$ cat config.mk
export PLATFORM = sky130hd
export DESIGN_NAME = min_cartesian_tree_builder
export DESIGN_NICKNAME = d
export VERILOG_FILES = /design/src/rtl/mctb_pkg.sv /design/src/rtl/mctb_ctrl.sv /design/src/rtl/mctb_dp.sv /design/src/rtl/min_cartesian_tree_builder.sv
export SDC_FILE = /design/constraint.sdc
export NUM_CORES = 2
export LEC_CHECK = 0
export BUFFER_PORTS_ARGS = -buffer_cell sky130_fd_sc_hd__buf_2
export CORE_ASPECT_RATIO = 0.6
export CORE_UTILIZATION = 52
export CTS_CLUSTER_DIAMETER = 40
export DETAILED_ROUTE_END_ITERATION = 10
export GPL_ROUTABILITY_DRIVEN = 0
export PLACE_DENSITY = 0.73
export SLEW_MARGIN = 25
export SYNTH_ARGS = -nofsm -noshare
export SYNTH_HDL_FRONTEND = slang
export SYNTH_HIERARCHICAL = 1
export SYNTH_SLANG_ARGS = --single-unit
$ cat constraint.sdc
create_clock -name clk -period 5.5 [get_ports clk]
set_input_delay 0.55 -clock clk [delete_from_list [all_inputs] [get_ports clk]]
set_output_delay 0.55 -clock clk [all_outputs]
set_load 0.02 [all_outputs]
$ cat src/rtl/mctb_pkg.sv
// ----------------------------------------------------------------------------
// mctb_pkg
// Shared widths and the command and status bundles between the controller
// and the datapath of the min Cartesian tree builder.
// ----------------------------------------------------------------------------
package mctb_pkg;

    localparam int KEY_W     = 32;
    localparam int OUT_IDX_W = 7;

    localparam logic ACT_PUSH   = 1'b0;
    localparam logic ACT_FINISH = 1'b1;

    typedef struct packed {
        logic load_key;
        logic set_ovf;
        logic rd_build;
        logic pop;
        logic link_parent;
        logic link_new;
        logic start_walk;
        logic rd_links;
        logic emit;
        logic emit_empty;
        logic step;
        logic take_pop;
        logic clear;
    } dp_cmd_t;

    typedef struct packed {
        logic depth_zero;
        logic depth_one;
        logic full;
        logic count_zero;
        logic pop_key;
        logic links_zero;
        logic sp_zero;
        logic out_free;
    } dp_status_t;

endpackage

$ cat src/rtl/mctb_ctrl.sv
// ----------------------------------------------------------------------------
// mctb_ctrl
// Sequencer for push (stack pops and linking) and finish (preorder walk).
// ----------------------------------------------------------------------------
module mctb_ctrl (
    input  logic                   clk,
    input  logic                   rst_n,
    input  logic                   in_valid,
    input  logic                   action,
    input  mctb_pkg::dp_status_t   status,
    output logic                   in_stall,
    output mctb_pkg::dp_cmd_t      cmd
);
    import mctb_pkg::*;

    localparam logic [2:0] S_IDLE  = 3'd0;
    localparam logic [2:0] S_RD    = 3'd1;
    localparam logic [2:0] S_CMP   = 3'd2;
    localparam logic [2:0] S_LINK  = 3'd3;
    localparam logic [2:0] S_FIN   = 3'd4;
    localparam logic [2:0] S_WRD   = 3'd5;
    localparam logic [2:0] S_WEMIT = 3'd6;
    localparam logic [2:0] S_WPOP  = 3'd7;

    logic [2:0] state_reg;
    logic [2:0] state_next;

    assign in_stall = (state_reg != S_IDLE);

    always_comb
    begin
        cmd        = '0;
        state_next = state_reg;
        case (state_reg)
            S_IDLE:
            begin
                if (in_valid)
                begin
                    if (action == ACT_PUSH)
                    begin
                        if (status.full)
                        begin
                            cmd.set_ovf = 1'b1;
                        end
                        else
                        begin
                            cmd.load_key = 1'b1;
                            state_next   = status.depth_zero ? S_LINK : S_RD;
                        end
                    end
                    else
                    begin
                        state_next = S_FIN;
                    end
                end
            end
            S_RD:
            begin
                cmd.rd_build = 1'b1;
                state_next   = S_CMP;
            end
            S_CMP:
            begin
                if (status.pop_key)
                begin
                    cmd.pop    = 1'b1;
                    state_next = status.depth_one ? S_LINK : S_RD;
                end
                else
                begin
                    cmd.link_parent = 1'b1;
                    state_next      = S_LINK;
                end
            end
            S_LINK:
            begin
                cmd.link_new = 1'b1;
                state_next   = S_IDLE;
            end
            S_FIN:
            begin
                if (!status.count_zero)
                begin
                    cmd.start_walk = 1'b1;
                    state_next     = S_WRD;
                end
                else if (status.out_free)
                begin
                    cmd.emit_empty = 1'b1;
                    cmd.clear      = 1'b1;
                    state_next     = S_IDLE;
                end
            end
            S_WRD:
            begin
                cmd.rd_links = 1'b1;
                state_next   = S_WEMIT;
            end
            S_WEMIT:
            begin
                if (status.out_free)
                begin
                    cmd.emit = 1'b1;
                    if (status.links_zero && status.sp_zero)
                    begin
                        cmd.clear  = 1'b1;
                        state_next = S_IDLE;
                    end
                    else
                    begin
                        cmd.step   = 1'b1;
                        state_next = status.links_zero ? S_WPOP : S_WRD;
                    end
                end
            end
            S_WPOP:
            begin
                cmd.take_pop = 1'b1;
                state_next   = S_WRD;
            end
            default:
            begin
                state_next = S_IDLE;
            end
        endcase
    end

    always_ff @(posedge clk or negedge rst_n)
    begin
        if (!rst_n)
        begin
            state_reg <= S_IDLE;
        end
        else
        begin
            state_reg <= state_next;
        end
    end

endmodule

$ cat src/rtl/mctb_dp.sv
// ----------------------------------------------------------------------------
// mctb_dp
// Build stack, link memories, walk stack, counters and the result register.
// ----------------------------------------------------------------------------
module mctb_dp #(
    parameter int MAX_NODES = 64,
    parameter int KEY_BITS  = 32
) (
    input  logic                              clk,
    input  logic                              rst_n,
    input  logic [mctb_pkg::KEY_W-1:0]        key,
    input  mctb_pkg::dp_cmd_t                 cmd,
    output mctb_pkg::dp_status_t              status,
    output logic                              out_valid,
    input  logic                              out_stall,
    output logic [mctb_pkg::OUT_IDX_W-1:0]    node_index,
    output logic [mctb_pkg::OUT_IDX_W-1:0]    left_child,
    output logic [mctb_pkg::OUT_IDX_W-1:0]    right_child,
    output logic                              is_last,
    output logic                              overflowed,
    output logic                              empty_tree
);
    import mctb_pkg::*;

    localparam int IDX_W  = $clog2(MAX_NODES + 1);
    localparam int ADDR_W = $clog2(MAX_NODES);
    localparam int CMP_W  = (KEY_BITS < KEY_W) ? KEY_BITS : KEY_W;

    function automatic logic [ADDR_W-1:0] node_addr(input logic [IDX_W-1:0] i);
        return ADDR_W'(i - IDX_W'(1));
    endfunction

    logic [IDX_W-1:0]  bidx_mem  [MAX_NODES];
    logic [CMP_W-1:0]  bkey_mem  [MAX_NODES];
    logic [IDX_W-1:0]  left_mem  [MAX_NODES];
    logic [IDX_W-1:0]  right_mem [MAX_NODES];
    logic [IDX_W-1:0]  wstk_mem  [MAX_NODES];

    logic [IDX_W-1:0]  depth_reg, depth_next;
    logic [IDX_W-1:0]  count_reg, count_next;
    logic [IDX_W-1:0]  root_reg,  root_next;
    logic [IDX_W-1:0]  sp_reg,    sp_next;
    logic [IDX_W-1:0]  cur_reg,   cur_next;
    logic [IDX_W-1:0]  last_reg,  last_next;
    logic              ovf_reg,   ovf_next;
    logic              oval_reg,  oval_next;

    logic [CMP_W-1:0]  nk_reg;
    logic [IDX_W-1:0]  bidx_rd_reg;
    logic [CMP_W-1:0]  bkey_rd_reg;
    logic [IDX_W-1:0]  l_rd_reg;
    logic [IDX_W-1:0]  r_rd_reg;
    logic [IDX_W-1:0]  w_rd_reg;

    logic [OUT_IDX_W-1:0] node_reg, left_reg, right_reg;
    logic                 last_out_reg, ovf_out_reg, empty_reg;

    logic [IDX_W-1:0]  new_idx;
    logic              rwr_en;
    logic [ADDR_W-1:0] rwr_addr;
    logic [IDX_W-1:0]  rwr_data;
    logic              l_nz, r_nz;

    assign new_idx  = count_reg + IDX_W'(1);
    assign l_nz     = (l_rd_reg != '0);
    assign r_nz     = (r_rd_reg != '0);
    assign rwr_en   = cmd.link_parent | cmd.link_new;
    assign rwr_addr = cmd.link_parent ? node_addr(bidx_rd_reg) : node_addr(new_idx);
    assign rwr_data = cmd.link_parent ? new_idx : '0;

    assign status.depth_zero = (depth_reg == '0);
    assign status.depth_one  = (depth_reg == IDX_W'(1));
    assign status.full       = (count_reg == IDX_W'(MAX_NODES));
    assign status.count_zero = (count_reg == '0);
    assign status.pop_key    = (bkey_rd_reg > nk_reg);
    assign status.links_zero = !l_nz && !r_nz;
    assign status.sp_zero    = (sp_reg == '0);
    assign status.out_free   = !oval_reg || !out_stall;

    always_comb
    begin
        depth_next = depth_reg;
        count_next = count_reg;
        root_next  = root_reg;
        sp_next    = sp_reg;
        cur_next   = cur_reg;
        last_next  = last_reg;
        ovf_next   = ovf_reg;
        oval_next  = oval_reg;

        if (cmd.load_key)
        begin
            last_next = '0;
        end
        if (cmd.set_ovf)
        begin
            ovf_next = 1'b1;
        end
        if (cmd.pop)
        begin
            depth_next = depth_reg - IDX_W'(1);
            last_next  = bidx_rd_reg;
        end
        if (cmd.link_new)
        begin
            depth_next = depth_reg + IDX_W'(1);
            count_next = new_idx;
            if (depth_reg == '0)
            begin
                root_next = new_idx;
            end
        end
        if (cmd.start_walk)
        begin
            cur_next = root_reg;
            sp_next  = '0;
        end
        if (cmd.step)
        begin
            if (l_nz)
            begin
                cur_next = l_rd_reg;
                if (r_nz)
                begin
                    sp_next = sp_reg + IDX_W'(1);
                end
            end
            else if (r_nz)
            begin
                cur_next = r_rd_reg;
            end
            else
            begin
                sp_next = sp_reg - IDX_W'(1);
            end
        end
        if (cmd.take_pop)
        begin
            cur_next = w_rd_reg;
        end

        if (oval_reg && !out_stall)
        begin
            oval_next = 1'b0;
        end
        if (cmd.emit || cmd.emit_empty)
        begin
            oval_next = 1'b1;
        end

        if (cmd.clear)
        begin
            depth_next = '0;
            count_next = '0;
            root_next  = '0;
            sp_next    = '0;
            ovf_next   = 1'b0;
        end
    end

    always_ff @(posedge clk or negedge rst_n)
    begin
        if (!rst_n)
        begin
            depth_reg <= '0;
            count_reg <= '0;
            root_reg  <= '0;
            sp_reg    <= '0;
            cur_reg   <= '0;
            last_reg  <= '0;
            ovf_reg   <= 1'b0;
            oval_reg  <= 1'b0;
        end
        else
        begin
            depth_reg <= depth_next;
            count_reg <= count_next;
            root_reg  <= root_next;
            sp_reg    <= sp_next;
            cur_reg   <= cur_next;
            last_reg  <= last_next;
            ovf_reg   <= ovf_next;
            oval_reg  <= oval_next;
        end
    end

    always_ff @(posedge clk)
    begin
        if (cmd.load_key)
        begin
            nk_reg <= key[CMP_W-1:0];
        end
        if (cmd.rd_build)
        begin
            bidx_rd_reg <= bidx_mem[ADDR_W'(depth_reg - IDX_W'(1))];
            bkey_rd_reg <= bkey_mem[ADDR_W'(depth_reg - IDX_W'(1))];
        end
        if (cmd.link_new)
        begin
            bidx_mem[ADDR_W'(depth_reg)] <= new_idx;
            bkey_mem[ADDR_W'(depth_reg)] <= nk_reg;
            left_mem[node_addr(new_idx)] <= last_reg;
        end
        if (rwr_en)
        begin
            right_mem[rwr_addr] <= rwr_data;
        end
        if (cmd.rd_links)
        begin
            l_rd_reg <= left_mem[node_addr(cur_reg)];
            r_rd_reg <= right_mem[node_addr(cur_reg)];
        end
        if (cmd.step && l_nz && r_nz)
        begin
            wstk_mem[ADDR_W'(sp_reg)] <= r_rd_reg;
        end
        if (cmd.step && !l_nz && !r_nz)
        begin
            w_rd_reg <= wstk_mem[ADDR_W'(sp_reg - IDX_W'(1))];
        end
        if (cmd.emit)
        begin
            node_reg     <= OUT_IDX_W'(cur_reg);
            left_reg     <= OUT_IDX_W'(l_rd_reg);
            right_reg    <= OUT_IDX_W'(r_rd_reg);
            last_out_reg <= !l_nz && !r_nz && (sp_reg == '0);
            ovf_out_reg  <= ovf_reg;
            empty_reg    <= 1'b0;
        end
        else if (cmd.emit_empty)
        begin
            node_reg     <= '0;
            left_reg     <= '0;
            right_reg    <= '0;
            last_out_reg <= 1'b0;
            ovf_out_reg  <= 1'b0;
            empty_reg    <= 1'b1;
        end
    end

    assign out_valid   = oval_reg;
    assign node_index  = node_reg;
    assign left_child  = left_reg;
    assign right_child = right_reg;
    assign is_last     = last_out_reg;
    assign overflowed  = ovf_out_reg;
    assign empty_tree  = empty_reg;

endmodule

$ cat src/rtl/min_cartesian_tree_builder.sv
// ----------------------------------------------------------------------------
// min_cartesian_tree_builder
// Min-rooted Cartesian tree over pushed keys; finish emits nodes in preorder.
//
//   channel | signals                    | direction
//   --------+----------------------------+------------------------------
//   in      | in_valid in_stall          | action, key in
//   out     | out_valid out_stall        | node_index .. empty_tree out
//
// A push onto an empty stack links at once; otherwise it reads and compares
// the top entry, pops while its key is greater, and links. A push to a full
// store only sets the overflow flag. Finish walks in preorder, returning to
// deferred right subtrees from the walk stack. Reset clears counters and
// state only; memories need no clearing pass. The result register lets the
// next item in while a result waits; a stalled output pauses the walk.
// ----------------------------------------------------------------------------
module min_cartesian_tree_builder #(
    parameter int MAX_NODES = 64,
    parameter int KEY_BITS  = 32
) (
    input  logic                              clk,
    input  logic                              rst_n,
    input  logic                              in_valid,
    output logic                              in_stall,
    input  logic                              action,
    input  logic [mctb_pkg::KEY_W-1:0]        key,
    output logic                              out_valid,
    input  logic                              out_stall,
    output logic [mctb_pkg::OUT_IDX_W-1:0]    node_index,
    output logic [mctb_pkg::OUT_IDX_W-1:0]    left_child,
    output logic [mctb_pkg::OUT_IDX_W-1:0]    right_child,
    output logic                              is_last,
    output logic                              overflowed,
    output logic                              empty_tree
);
    import mctb_pkg::*;

    dp_cmd_t    cmd;
    dp_status_t status;

    mctb_ctrl u_ctrl (
        .clk      (clk),
        .rst_n    (rst_n),
        .in_valid (in_valid),
        .action   (action),
        .status   (status),
        .in_stall (in_stall),
        .cmd      (cmd)
    );

    mctb_dp #(
        .MAX_NODES (MAX_NODES),
        .KEY_BITS  (KEY_BITS)
    ) u_dp (
        .clk         (clk),
        .rst_n       (rst_n),
        .key         (key),
        .cmd         (cmd),
        .status      (status),
        .out_valid   (out_valid),
        .out_stall   (out_stall),
        .node_index  (node_index),
        .left_child  (left_child),
        .right_child (right_child),
        .is_last     (is_last),
        .overflowed  (overflowed),
        .empty_tree  (empty_tree)
    );

`ifndef SYNTH
    a_emit_free: assert property (@(posedge clk) disable iff (!rst_n)
        (cmd.emit || cmd.emit_empty) |-> status.out_free)
        else $error("result loaded over a waiting result");

    a_pop_nonempty: assert property (@(posedge clk) disable iff (!rst_n)
        cmd.pop |-> !status.depth_zero)
        else $error("build stack popped while empty");

    a_empty_fields: assert property (@(posedge clk) disable iff (!rst_n)
        (out_valid && empty_tree) |-> (node_index == '0 && left_child == '0
            && right_child == '0 && !is_last && !overflowed))
        else $error("empty result carries nonzero fields");

    a_clear_after: assert property (@(posedge clk) disable iff (!rst_n)
        cmd.clear |=> (status.count_zero && status.depth_zero))
        else $error("state not cleared after finish");
`endif

endmodule

**Yosys cells after proc, flatten, opt, wreduce, memory -nomap -nowiden**

Memory sizes are Yosys's and may differ from the RTL's. A register that Yosys moved wholly into a read port is not among the register bits.
Cells that the tools add are included.

- $add $sub $neg: 8
- Multipliers: 0
- Div/mod/pow operators: 0
- $lt $le $gt $ge: 1
- Equality and inequality tests: 13
- Shifts and indexed selects: 0
- Muxes and demuxes: 76
- Bitwise operators: 1
- Reductions and logical operators: 29

Operators by type and width:

| cell | count |
|---|---|
| 2-to-1 mux 7 bit | 26 |
| greater-than comparator 32 bit | 1 |
| 2-to-1 mux 1 bit | 32 |
| 2-to-1 mux 3 bit | 8 |
| one-hot mux 3 bit (8 select lines) | 1 |
| adder 7 x 1 -> 7 bit (second input constant) | 3 |
| zero test 7 bit | 3 |
| subtractor 6 x 1 -> 6 bit (second input constant) | 3 |
| 2-to-1 mux 2 bit | 7 |
| nonzero test 7 bit | 2 |
| subtractor 7 x 1 -> 7 bit (second input constant) | 2 |
| == test 3 bit (second input constant) | 4 |
| nonzero test 2 bit | 6 |
| == test 7 x 1 -> 1 bit (second input constant) | 1 |
| == test 7 bit (second input constant) | 1 |
| logical AND 1 bit | 7 |
| == test 3 x 2 -> 1 bit (second input constant) | 2 |
| 2-to-1 mux 6 bit | 1 |
| inequality test 3 bit (second input constant) | 2 |
| nonzero test 3 bit | 2 |
| zero test 1 bit | 4 |
| inequality test 2 bit (second input constant) | 2 |
| AND reduction 4 bit | 1 |
| == test 3 x 1 -> 1 bit (second input constant) | 1 |
| 5 further kinds | 6 |

- Bits in registers: 103
- Latch bits: 0
- RAM bits: 3840
- Bits in read-only memories: 0
- Output and inout port bits: 26
- Memories: 5

Memory list:

| name | depth | bits a word | read ports | clocked after memory_dff | wr ports | RTL line | RTL |
|---|---|---|---|---|---|---|---|
| u_dp.bkey_mem | 64 | 32 | 1 | 1 | 1 | mctb_dp.sv:34 | `logic [CMP_W-1:0] bkey_mem [MAX_NODES];` |
| u_dp.bidx_mem | 64 | 7 | 1 | 1 | 1 | mctb_dp.sv:33 | `logic [IDX_W-1:0] bidx_mem [MAX_NODES];` |
| u_dp.left_mem | 64 | 7 | 1 | 1 | 1 | mctb_dp.sv:35 | `logic [IDX_W-1:0] left_mem [MAX_NODES];` |
| u_dp.right_mem | 64 | 7 | 1 | 1 | 1 | mctb_dp.sv:36 | `logic [IDX_W-1:0] right_mem [MAX_NODES];` |
| u_dp.wstk_mem | 64 | 7 | 1 | 1 | 1 | mctb_dp.sv:37 | `logic [IDX_W-1:0] wstk_mem [MAX_NODES];` |

**Logic depth before layout (Yosys ltp)**

- Depth after elaboration: 11
- Gate-level depth with buffers: 16
- Depth with buffers taken out: 15

**Modules after synthesis**

The synthesis kept the hierarchy.

By module, submodules not included:

| module | instances | cells an instance | area an instance (um2) | sequential area each (um2) |
|---|---|---|---|---|
| mctb_dp | 1 | 7280 | 155793.2 | 119885.0 |
| mctb_ctrl | 1 | 50 | 392.9 | 75.1 |

**Worst setup path after synthesis**

OpenSTA, ideal clock, no wires.

- Path kind: reg2reg
- Start point: register u_dp.nk_reg[1]
- End point: memory u_dp/right_mem[0][5] (netlist bit) (data pin)
- Library setup time: 0.499 ns
- Arrival time: 4.687 ns
- Path slack: 0.313 ns
- Stages on the path, launching flop included: 14
- Period minus slack after synthesis: 5.187 ns
- Cells stage by stage: edfxtp_1 -> inv_1 -> ha_1 -> nor2b_1 -> o21a_1 -> o21ai_0 -> a21oi_1 -> o31a_1 -> o21ai_0 -> a32oi_1 -> nor3_1 -> clkbuf_1 -> clkinv_1 -> nor2_1

RTL lines:

| element | RTL line | RTL |
|---|---|---|
| start, declared | mctb_dp.sv:48 | `logic [CMP_W-1:0] nk_reg;` |
| start signal, assigned | mctb_dp.sv:191 | `nk_reg <= key[CMP_W-1:0];` |
| end, declared | mctb_dp.sv:36 |  |

==> results by group <==
Status
  – Status: finished, final reports clean

Pwr
  – Peak VDD IR: 0.000862 V
  – Leak: 0.0539 uW
  – Net Switching: 34200 uW
  – Final total power: 96300 uW
  – Power Density: 547 mW/mm^2
  – Sw Share: 35.5%
  – Seq pwr share: 37.7%
  – Combinational cell fraction of total power: 35.5%
  – Clock share of power: 26.8%
  – P_int: 62100 uW

Hold path
  – Worst Hold Class: input pin to flip-flop

Timing
  – Final period util: 92.8%
  – Final WS setup: 0.395 ns
  – Hold Slack: 0.128 ns
  – Highest Clock Rate: 0.196 GHz
  – Worst-margin pin slew: 1.14 ns
  – Setup TNS Final: 0 ns
  – RSZ-0062 raised after global routing: no
  – Post-layout minimum cycle time: 5.11 ns
  – Endpoints failing setup: 0
  – Clock skew: 0.0734 ns
  – Slew Viols, Final: 0
  – Final Hold Fails: 0
  – Slew headroom: 23.5%

Yosys
  – Simple-gate share of the synthesized area: 2.80%
  – Yosys warns: 6
  – Post-synthesis mux area share: 15.7%
  – Post-synth ARST share: 1.17%
  – Leading post-synthesis cells by cell area: edfxtp_1 (76%), mux4_2 (14%), mux2i_1 (1.3%), a211oi_1 (1.2%), nor2_1 (0.77%)
  – Leading area contributor after synthesis: edfxtp_1
  – #FFs+latches synth: 4003
  – Distinct cells, synth: 68
  – Compound-Gate Fraction of Synth Area: 2.58%
  – XOR/XNOR Fraction of Synth Area: 0.270%
  – Synth top cells by count: edfxtp_1 (3955), mux4_2 (996), nor2_1 (319)
  – Top_reg_cell synth: edfxtp_1
  – Post-synth net total: 7410
  – Synth Cell Area: 0.156 sq mm
  – Sequential area share after synthesis: 76.8%
  – Synth Area in Adders: 0.344%
  – Largest family of logic cells by synthesized area: multiplexers
  – Most frequent cell after synthesis: edfxtp_1
  – Synth Instances: 7330
  – Post-synth EDFFs: 3955
  – Yosys top cell area share: 76.0%
  – Avg Inst Size Synth: 21.3 sq um

Drt
  – Drt wl/cell: 32.6 um
  – Antenna-violating nets left: 0
  – # DRC: 0
  – Via count: 78.9k
  – Initial drt markers: 12.0k
  – Drt first pass iters: 6
  – Mean number of vias per cell: 6.57
  – Overall routed net length: 391 mm

Clocking
  – Hold buffers post-CTS: 36
  – Total CTS buffers: 373
  – CTS clk-pin slew, worst paths: 0.07 ns
  – TritonCTS clock tree: built
  – H-tree Lvls: 5
  – Worst-Skew Late Latency: 0.96 ns
  – PostCTS Resize Cnt: 0
  – Root Buffer: clkbuf_16
  – Clk sinks: 4003
  – # Post-CTS Setup Buffers: 0
  – Clock Tree Buf Depth: 4

Cells and area
  – Reg with most FFs: u_dp/bkey_mem
  – Sequential Area: 0.120 sq mm
  – Largest register FFs: 2048
  – N_diodes: 0
  – FILL cells: 20.5k
  – NumNets Final: 7767
  – Multi-input logic area: 0.0349 sq mm
  – Layout cells sized above 1: 26.0%
  – Fin util: 59.0%
  – Area growth syn-to-layout: 12.6%

Floorplan
  – Initial Util: 52.4%
  – Die ar.: 0.303 sq mm
  – Row cnt: 155
  – Die X: 710 um
  – Core box area: 0.298 sq mm
  – Die height: 427 um
  – Ports: 63

Critical path
  – R2R depth: 11
  – Required time of the critical path: 6.05 ns
  – Capture point of the worst reg-to-reg path: u_dp/right_mem[8][2]
  – WP data arrival: 5.65 ns
  – Critical Path Sink: u_dp/right_mem[8][2]
  – FF-to-FF Start: u_dp/nk_reg[27]
  – CP Max Fanout: 8
  – Setup CP Type: flip-flop to flip-flop
  – Setup crit start: u_dp/nk_reg[27]
  – R2R setup slack: 0.39 ns
  – Setup crit end kind: flip-flop
  – Crit path launch type: flip-flop

Global routing
  – GRT Total Usage: 25.9%
  – Initial antenna violation count: 21
  – First-pass GRT wire length: 561 mm
  – Number of global-route vias before repair: 77.1k
  – Total gr overflow: 0
  – Largest net degree at the start of global routing: 106

Flow run
  – Max_cap viols: 0

Place
  – Setup WS pre-CTS: 0.599 ns
  – IO buf count: 62
  – HPWL after detailed placement: 229 mm
[placed cells by master (no fill, tap or decap), drive strengths merged, types with 7 or more instances in the layout]
cell type	synthesis	layout
a211oi	241	241
a21o	17	17
a21oi	175	175
a22o	7	7
a31oi	12	12
a32oi	9	9
and2	44	44
and3	10	10
buf	226	362
bufinv	0	29
clkbuf	190	431
clkinv	2	155
clkinvlp	0	29
dfrtp	47	47
dlygate4sd3	0	36
edfxtp	3955	3955
ha	43	43
inv	59	101
mux2	10	10
mux2i	205	205
mux4	996	996
nand2	252	252
nand2b	16	16
nand3	62	62
nand4	14	14
nor2	319	319
nor2b	136	136
nor3	49	49
nor4	7	7
o2111ai	7	7
o211ai	10	10
o21ai	57	57
o22ai	44	44
or3	13	13
xnor2	20	20
xor2	23	23
[per-layer routing]
layer	part of all wire, %	GRT usage (%)	up-vias	wire, um
li1	-	-	31248	-
met1	40	40.1	41461	157000
met2	41	34.7	5522	161000
met3	16	9.87	618	63300
met4	2.5	6.32	8	9840
met5	0.014	0	-	55
[power by group through the flow]
stage	Clock (uW)	Sequential, uW	Combinational (uW)
after floorplan	0	36900	20000
after global placement	0	36900	32600
after detailed placement	0	36900	33000
after CTS	26100	36300	33300
after global routing	27200	36300	35800
final	25800	36300	34200
[how the worst min path moves through the flow]
stage                              from                  end  cells past startpoint
floorplan                         rst_n  u_ctrl/state_reg[0]                      0
global placement    u_dp/bidx_rd_reg[6]     u_dp/last_reg[6]                      1
detailed placement     u_dp/w_rd_reg[6]      u_dp/cur_reg[6]                      1
CTS                              action  u_ctrl/state_reg[0]                      4
global route                     action  u_ctrl/state_reg[0]                      4
finish                           action  u_ctrl/state_reg[0]                      4
[cells by family (layout without fill, tap and decap cells)]
family	Yosys count	in the layout
multiplexers	1211	1211
XOR/XNOR	43	43
AND/OR/NAND/NOR	941	941
AO/OA/AOI/OAI	612	612
buffers and inverters	477	1143
adder cells (fa/ha/maj)	43	43
flip-flops	4003	4003
[layout make-up]
cell class,count,area share [%]
Inverter,61,0.133
Clock buffer,431,5.48
Clock inverter,253,1.41
Timing Repair Buffer,398,2.07
Sequential cell,4003,68.2
Multi-Input combinational cell,2850,19.8
Tap cell,4003,2.85
[through the flow]
stage	std cells	instance area [sq um]
final	11999	176000
after detailed placement	11277	163000
after CTS	11997	176000
after global routing	11999	176000
after floorplan	7330	156000
after global placement	11275	163000
[critical path: stages (launching register included)]
cell	delay [ns]
edfxtp_1	0.40
inv_1	0.07
ha_1	0.30
nand4_1	0.12
nor4_1	0.59
a32oi_1	0.53
nor3_2	0.90
buf_4	0.29
nand2_1	0.08
o32ai_1	0.29
nand2_1	0.49
nor2_1	0.62
Note: power is estimated with default switching activity, not from simulation.
